$ cat src/hw/rtl/dhfk_pkg.sv
`timescale 1ns / 1ps
`default_nettype none

package dhfk_pkg;

   // Widths of the shared datapath
   localparam int STEP_W     = 5;
   localparam int MUL_W      = 33;
   localparam int PROD_W     = 66;
   localparam int ENT_W      = 48;
   localparam int ACC_W      = 54;
   localparam int STORE_FRAC = 24;

   // Angle scaling and CORDIC constants
   localparam logic signed [MUL_W-1:0] TURN_SCALE      = 33'sd683565276;
   localparam logic signed [MUL_W-1:0] HALF_PI_Q30     = 33'sd1686629713;
   localparam logic signed [MUL_W-1:0] CORDIC_GAIN_Q30 = 33'sd652032874;

   // Saturation bounds of the stored product
   localparam logic signed [ACC_W-1:0] ROT_MAX = (54'sd1 <<< 25) - 54'sd1;
   localparam logic signed [ACC_W-1:0] ROT_MIN = -(54'sd1 <<< 25);
   localparam logic signed [ACC_W-1:0] S48_MAX = (54'sd1 <<< 47) - 54'sd1;
   localparam logic signed [ACC_W-1:0] S48_MIN = -(54'sd1 <<< 47);
   localparam logic signed [ENT_W-1:0] ONE_Q24 = 48'sd1 <<< STORE_FRAC;

   typedef enum logic [4:0] {
      OP_NONE,
      OP_PH,
      OP_RED,
      OP_ZMUL,
      OP_ZSET,
      OP_ROT,
      OP_TRIG,
      OP_LKD,
      OP_LKM,
      OP_LKW,
      OP_MLO,
      OP_MHI,
      OP_ACC,
      OP_WR,
      OP_CP,
      OP_OUT
   } op_type;

   typedef struct packed {
      op_type              op;
      logic                load;
      logic                sel;
      logic [STEP_W-1:0]   step;
      logic [2:0]          n;
      logic [1:0]          i;
      logic [1:0]          j;
      logic [1:0]          v;
   } cmd_type;

   typedef struct packed {
      logic out_fire;
      logic last;
   } sts_type;

   typedef struct packed {
      logic               joint_type;
      logic signed [31:0] first_param;
      logic signed [31:0] second_param;
      logic signed [31:0] third_param;
      logic signed [31:0] joint_value;
      logic               last_link;
   } req_type;

   typedef struct packed {
      logic signed [31:0] pos_x;
      logic signed [31:0] pos_y;
      logic signed [31:0] pos_z;
   } rsp_type;

   // Truncated Q30 arctangent of 2^-idx
   function automatic logic signed [MUL_W-1:0] atan_q30(input logic [STEP_W-1:0] idx);
      logic signed [MUL_W-1:0] r;
      case (idx)
         5'd0:  r = 33'sh03243F6A8;
         5'd1:  r = 33'sh01DAC6705;
         5'd2:  r = 33'sh00FADBAFC;
         5'd3:  r = 33'sh007F56EA6;
         5'd4:  r = 33'sh003FEAB76;
         5'd5:  r = 33'sh001FFD55B;
         5'd6:  r = 33'sh000FFFAAA;
         5'd7:  r = 33'sh0007FFF55;
         5'd8:  r = 33'sh0003FFFEA;
         5'd9:  r = 33'sh0001FFFFD;
         5'd10: r = 33'sh0000FFFFF;
         5'd11: r = 33'sh00007FFFF;
         5'd12: r = 33'sh00003FFFF;
         5'd13: r = 33'sh00001FFFF;
         5'd14: r = 33'sh00000FFFF;
         5'd15: r = 33'sh000007FFF;
         5'd16: r = 33'sh000003FFF;
         5'd17: r = 33'sh000001FFF;
         5'd18: r = 33'sh000000FFF;
         5'd19: r = 33'sh0000007FF;
         5'd20: r = 33'sh0000003FF;
         5'd21: r = 33'sh0000001FF;
         5'd22: r = 33'sh0000000FF;
         5'd23: r = 33'sh00000007F;
         default: r = '0;
      endcase
      return r;
   endfunction

endpackage

`default_nettype wire

$ cat src/hw/rtl/dhfk_ctrl.sv
`timescale 1ns / 1ps
`default_nettype none

module dhfk_ctrl #(
   parameter int CORDIC_STEPS = 16
) (
   input  wire logic              clock,
   input  wire logic              reset,
   input  wire logic              req_valid,
   output logic                   req_ready,
   input  wire dhfk_pkg::sts_type sts,
   output dhfk_pkg::cmd_type      cmd
);

   localparam int CNT_W = $clog2(CORDIC_STEPS);

   typedef enum logic [3:0] {
      S_IDLE, S_PH, S_RED, S_ZMUL, S_ZSET, S_ROT, S_TRIG, S_LKD,
      S_LKM, S_LKW, S_MLO, S_MHI, S_ACC, S_WR, S_CP, S_OUT
   } state_type;

   state_type        state_ff, state_in;
   logic             sel_ff, sel_in;
   logic [CNT_W-1:0] step_ff, step_in;
   logic [2:0]       n_ff, n_in;
   logic [1:0]       i_ff, i_in, j_ff, j_in, v_ff, v_in;

   assign req_ready = (state_ff == S_IDLE);

   // Sequence one link: two angles, link matrix, 12 dot products, then the result on a last link
   always_comb begin
      state_in = state_ff;
      sel_in   = sel_ff;
      step_in  = step_ff;
      n_in     = n_ff;
      i_in     = i_ff;
      j_in     = j_ff;
      v_in     = v_ff;
      unique case (state_ff)
         S_IDLE: begin
            if (req_valid) begin
               state_in = S_PH;
               sel_in   = 1'b0;
            end
         end
         S_PH:   state_in = S_RED;
         S_RED:  state_in = S_ZMUL;
         S_ZMUL: state_in = S_ZSET;
         S_ZSET: begin
            state_in = S_ROT;
            step_in  = '0;
         end
         S_ROT: begin
            if (step_ff == CNT_W'(CORDIC_STEPS - 1)) begin
               state_in = S_TRIG;
            end else begin
               step_in = step_ff + 1'b1;
            end
         end
         S_TRIG: begin
            if (!sel_ff) begin
               sel_in   = 1'b1;
               state_in = S_PH;
            end else begin
               state_in = S_LKD;
            end
         end
         S_LKD: begin
            state_in = S_LKM;
            n_in     = '0;
         end
         S_LKM: state_in = S_LKW;
         S_LKW: begin
            if (n_ff == 3'd5) begin
               state_in = S_MLO;
               i_in     = '0;
               j_in     = '0;
               v_in     = '0;
            end else begin
               n_in     = n_ff + 1'b1;
               state_in = S_LKM;
            end
         end
         S_MLO: state_in = S_MHI;
         S_MHI: state_in = S_ACC;
         S_ACC: begin
            if (v_ff == 2'd2) begin
               state_in = S_WR;
            end else begin
               v_in     = v_ff + 1'b1;
               state_in = S_MLO;
            end
         end
         S_WR: begin
            v_in = '0;
            if (j_ff == 2'd3) begin
               state_in = S_CP;
            end else begin
               j_in     = j_ff + 1'b1;
               state_in = S_MLO;
            end
         end
         S_CP: begin
            j_in = '0;
            if (i_ff == 2'd2) begin
               state_in = sts.last ? S_OUT : S_IDLE;
            end else begin
               i_in     = i_ff + 1'b1;
               state_in = S_MLO;
            end
         end
         S_OUT: begin
            if (sts.out_fire) begin
               state_in = S_IDLE;
            end
         end
         default: state_in = S_IDLE;
      endcase
   end

   // Decode state into the datapath command
   always_comb begin
      cmd      = '0;
      cmd.load = (state_ff == S_IDLE) && req_valid;
      cmd.sel  = sel_ff;
      cmd.step = dhfk_pkg::STEP_W'(step_ff);
      cmd.n    = n_ff;
      cmd.i    = i_ff;
      cmd.j    = j_ff;
      cmd.v    = v_ff;
      unique case (state_ff)
         S_IDLE:  cmd.op = dhfk_pkg::OP_NONE;
         S_PH:    cmd.op = dhfk_pkg::OP_PH;
         S_RED:   cmd.op = dhfk_pkg::OP_RED;
         S_ZMUL:  cmd.op = dhfk_pkg::OP_ZMUL;
         S_ZSET:  cmd.op = dhfk_pkg::OP_ZSET;
         S_ROT:   cmd.op = dhfk_pkg::OP_ROT;
         S_TRIG:  cmd.op = dhfk_pkg::OP_TRIG;
         S_LKD:   cmd.op = dhfk_pkg::OP_LKD;
         S_LKM:   cmd.op = dhfk_pkg::OP_LKM;
         S_LKW:   cmd.op = dhfk_pkg::OP_LKW;
         S_MLO:   cmd.op = dhfk_pkg::OP_MLO;
         S_MHI:   cmd.op = dhfk_pkg::OP_MHI;
         S_ACC:   cmd.op = dhfk_pkg::OP_ACC;
         S_WR:    cmd.op = dhfk_pkg::OP_WR;
         S_CP:    cmd.op = dhfk_pkg::OP_CP;
         S_OUT:   cmd.op = dhfk_pkg::OP_OUT;
         default: cmd.op = dhfk_pkg::OP_NONE;
      endcase
   end

   always_ff @(posedge clock) begin
      if (reset) begin
         state_ff <= S_IDLE;
         sel_ff   <= 1'b0;
         step_ff  <= '0;
         n_ff     <= '0;
         i_ff     <= '0;
         j_ff     <= '0;
         v_ff     <= '0;
      end else begin
         state_ff <= state_in;
         sel_ff   <= sel_in;
         step_ff  <= step_in;
         n_ff     <= n_in;
         i_ff     <= i_in;
         j_ff     <= j_in;
         v_ff     <= v_in;
      end
   end

endmodule

`default_nettype wire

$ cat config.mk
export PLATFORM = sky130hd
export DESIGN_NAME = dhfk_ctrl
export DESIGN_NICKNAME = d
export VERILOG_FILES = /design/src/hw/rtl/dhfk_pkg.sv /design/src/hw/rtl/dhfk_ctrl.sv
export SDC_FILE = /design/constraint.sdc
export NUM_CORES = 1
export LEC_CHECK = 0
export BUFFER_PORTS_ARGS = -buffer_cell sky130_fd_sc_hd__clkbuf_2
export CAP_MARGIN = 20
export CORE_UTILIZATION = 35
export DETAILED_ROUTE_END_ITERATION = 8
export PLACE_DENSITY = 0.53
export SKIP_CTS_REPAIR_TIMING = 1
export SLEW_MARGIN = 5
export SYNTH_ARGS = -nofsm -noshare
export SYNTH_HDL_FRONTEND = slang
export SYNTH_SLANG_ARGS = --single-unit
$ cat constraint.sdc
create_clock -name clock -period 1.9 [get_ports clock]
set_input_delay 0.19 -clock clock [delete_from_list [all_inputs] [get_ports clock]]
set_output_delay 0.19 -clock clock [all_outputs]
set_load 0.03 [all_outputs]
== After elaboration in Yosys (flattened, before gate mapping) ==
Memory sizes are Yosys's and may differ from the RTL's. A register that Yosys moved wholly into a read port is not among the register bits.
Cells that the tools add are included.
Word-level totals
  flip-flop bits (word level): 18
  memory bits (read-only): 64
  input bits: 5
  output and inout port bits: 22
  logic and storage cells: 82
  memories kept: 1
Cells by class
  $add $sub $neg: 5
  eq/ne operators: 29
  mux-type cells: 25
  reduce and logical (&&, ||, !) cells: 15
Memories
  (no name shown): words 16, width 4, read ports 1, clocked after memory_dff 1, write ports 0, line dhfk_ctrl.sv:131  | unique case (state_ff)
Operators by type and width (count)
  4-bit case mux with 16 select lines: 1
  4-bit == test, second input constant: 9
  4-bit 2-to-1 mux: 8
  2-bit inequality test, second input constant: 9
  4-bit by 3-bit == test with 1-bit output, second input constant: 4
  3-bit 2-to-1 mux: 4
  2-bit case mux with 3 select lines: 2
  3-bit AND reduction: 4
  2-bit 2-to-1 mux: 5
  4-bit by 2-bit == test with 1-bit output, second input constant: 2
  4-bit case mux with 2 select lines: 1
  2-bit nonzero test: 4
  2-bit by 1-bit adder with 2-bit output, second input constant: 3
  2-bit == test, second input constant: 3
  3-bit case mux with 2 select lines: 1
  2-bit AND reduction: 3
  3-bit nonzero test: 2
  4-bit by 1-bit adder with 4-bit output, second input constant: 1
  4-bit by 1-bit == test with 1-bit output, second input constant: 1
  4-bit zero test: 1
  2-bit case mux with 2 select lines: 1
  3-bit by 1-bit adder with 3-bit output, second input constant: 1
  3-bit == test, second input constant: 1
  1-bit case mux with 2 select lines: 1
  2 further kinds: 2

== Logic depth before layout (Yosys ltp) ==
  depth in word-level cells: 5
  depth in mapped cells: 6

== Worst setup path before layout ==
OpenSTA, ideal clock, no wires.
  kind: register -> output
  from: register state_ff[3]
  to: output cmd[15] in the netlist's numbering
  arrival: 1.499 ns
  setup slack: 0.211 ns
  stages on the path, launching flop included: 5
  path buffers: 2
  cell sequence: dfxtp_1 buf_6 buf_4 nor4_4 and2_1
RTL lines
  from (decl): line dhfk_ctrl.sv:22  | state_type state_ff, state_in;
  from (signal assigned): line dhfk_ctrl.sv:162  | state_ff <= state_in;
  to (decl): line dhfk_ctrl.sv:12  | output dhfk_pkg::cmd_type cmd

==> qor.yml <==
synth_top_area_share_pct: 30.6
clockRootBuffer: "clkbuf_8"
dieWidth_um: 66.1
die_h_um: 66.1
ios: 27
initial_core_util_pct: 37.9
synth.cell_area_um2: 1440
gp_congestion: 0.784
port_buffers: 24
cts.htree.levels: 1
end_kind: "primary output"
status: "completed"
clockBufferDepth: 2
dp_hpwl_mm: 2.35
synthDistinctLibCells: 53
worst_hold_slack_ns: 0.181
core_um2: 3800
min_period_ns: 1.78
syn_inst: 160
cts_inserted_buffers: 3
slew_viol_final: 0
routed_via_density: 5.35
overflow: 0
crit_path_start_kind: "flop"
via_count: 1241
finalInstanceArea_um2: 1650
synthTopCellsByArea: "dfxtp_1 (31%), ha_1 (5.2%), buf_6 (3.9%)"
grt_pass1_vias: 1218
synth_top_area_cell: "dfxtp_1"
antenna_found_initial: 0
fin_crit_sh_pct: 93.7
synth-seq-cells: 22
synth_enable_flop_cells: 0
first_iter_violations: 62
n_antenna_cell: 0
layout_common_cells: "clkbuf_2 (24), dfxtp_1 (21), nand2_1 (12)"
nFillCells: 399
ant_nets: 0
fin_setup_tns_ns: 0
yosysSeqAreaShare_pct: 30.6
drive_gt1_share_pct: 28.3
detail_route.wl_per_cell_um: 13.7
path_class: "flop to primary output"
async_reset_ff_share_pct: 0
crit_required_ns: 1.71
syn-mean-instance-area_um2: 8.99
routed_wirelength_mm: 3.19
crit_fanout: 15
cts.clk_slew.worst_paths_ns: 0.09
num-nets-final: 196
total_leakage_power_nw: 0.624
peakVddDrop_mv: 0.264
grt_first_pass_wirelength_mm: 5.51
area_growth_pct: 14.7
hold_viol_final: 0
final_common_cell: "clkbuf_2"
insertion_delay_ns: 0.27
rows: 22
remaining_drc_errors: 0
cts_tree: "built"
hold_class: "input port to flop"
synthFlopType: "dfxtp_1"
critical_path_arrival_ns: 1.59
clock_sink_count: 22
setup-violations-final: 0
dpl_cell_area_um2: 1580
seqCellArea_um2: 442
multi_input_area_um2: 852
maxCapViolations: 0
clock_skew_ns: 0.00680
track_usage_pct: 16.2
rsz0062_at_grt: "no"
grt_max_degree: 16
worst_slew_pin_slew_ns: 0.593
maxSlewHeadroom_pct: 60.4
yosys_warnings: 0
die_area_um2: 4370
fmax_mhz: 562
firstDrtPassIters: 4
p_per_area_nw_per_um2: 639
[per-layer routing]
metal  vias up  share of wire, %  GRT usage [%]
li1        621                 -              -
met1       595                49           21.6
met2        20                47           26.3
met3         5               3.1           2.76
met4         0               1.4           5.59
met5         -                 0              0
[cell usage after synthesis (all sizes together), types with 2 or more instances]
library cell,instances
dfxtp,22
buf,13
nand2,12
nor2,11
inv,10
o21ai,10
a21oi,8
ha,6
nand3b,6
nand2b,5
nand4,5
o211ai,4
o31ai,4
a21boi,3
and2,3
nand3,3
xor2,3
a211oi,2
a221oi,2
mux2i,2
nor3,2
or3,2
[logic make-up after synthesis]
family / after synthesis / synth area share (%)
compound gates: 42 / 22.5
simple gates: 58 / 26.3
mux: 3 / 2.17
xor+xnor: 4 / 2.44
fa+ha+maj: 6 / 5.22
flops: 22 / 30.6
other cells: 1 / 0.261
buf+inv: 24 / 10.4
[layout make-up]
cell class / instances / area share (%)
Inverter: 10 / 2.27
Timing Repair Buffer: 33 / 11.4
Tap cell: 48 / 3.64
Clock inverter: 1 / 1.82
Clock buffer: 3 / 2.50
Sequential cell: 22 / 26.8
Multi-Input combinational cell: 115 / 51.6
[state kept, by name (all words and copies together), names as in the netlist]
name and cells:
j_ff 2, v_ff 2, n_ff 3, sel_ff 1, cmd 4, state_ff 4
i_ff 2, step_ff 4
[worst max-delay path: stages, from the launching register on]
cell	delay, ns
dfxtp_2	0.41
buf_4	0.20
nor4_4	0.33
and2_1	0.17
clkbuf_2	0.20
[stage by stage]
stage / std cells / util [%] / total power [mW] / worst slack (ns)
floorplan: 161 / - / 0.588 / 0.211
global placement: 228 / 41.5 / 0.616 / 0.341
detailed placement: 228 / 41.5 / 0.617 / 0.312
CTS: 232 / 43.4 / 1.07 / 0.00847
global route: 232 / 43.4 / 1.10 / 0.0490
finish: 232 / 43.4 / 1.05 / 0.120
[power by group]
| part | leakage (nW) | total, mW | internal [mW] | switching, mW |
|---|---|---|---|---|
| Combinational | 0.410 | 0.121 | 0.0463 | 0.0747 |
| Clock | 0.0357 | 0.447 | 0.282 | 0.165 |
| Sequential | 0.178 | 0.486 | 0.468 | 0.0179 |
[path summary, 6_finish.rpt]
path	startpoint	cells after the start	end	slack (ns)
hold reg to reg	j_ff[1]	2	j_ff[1]	0.52
setup reg to reg	state_ff[2]	4	i_ff[1]	0.26
setup / recovery	state_ff[1]	4	cmd[15]	0.12
hold / removal	req_valid	3	cmd[16]	0.18
(Power assumes the default switching activity.)
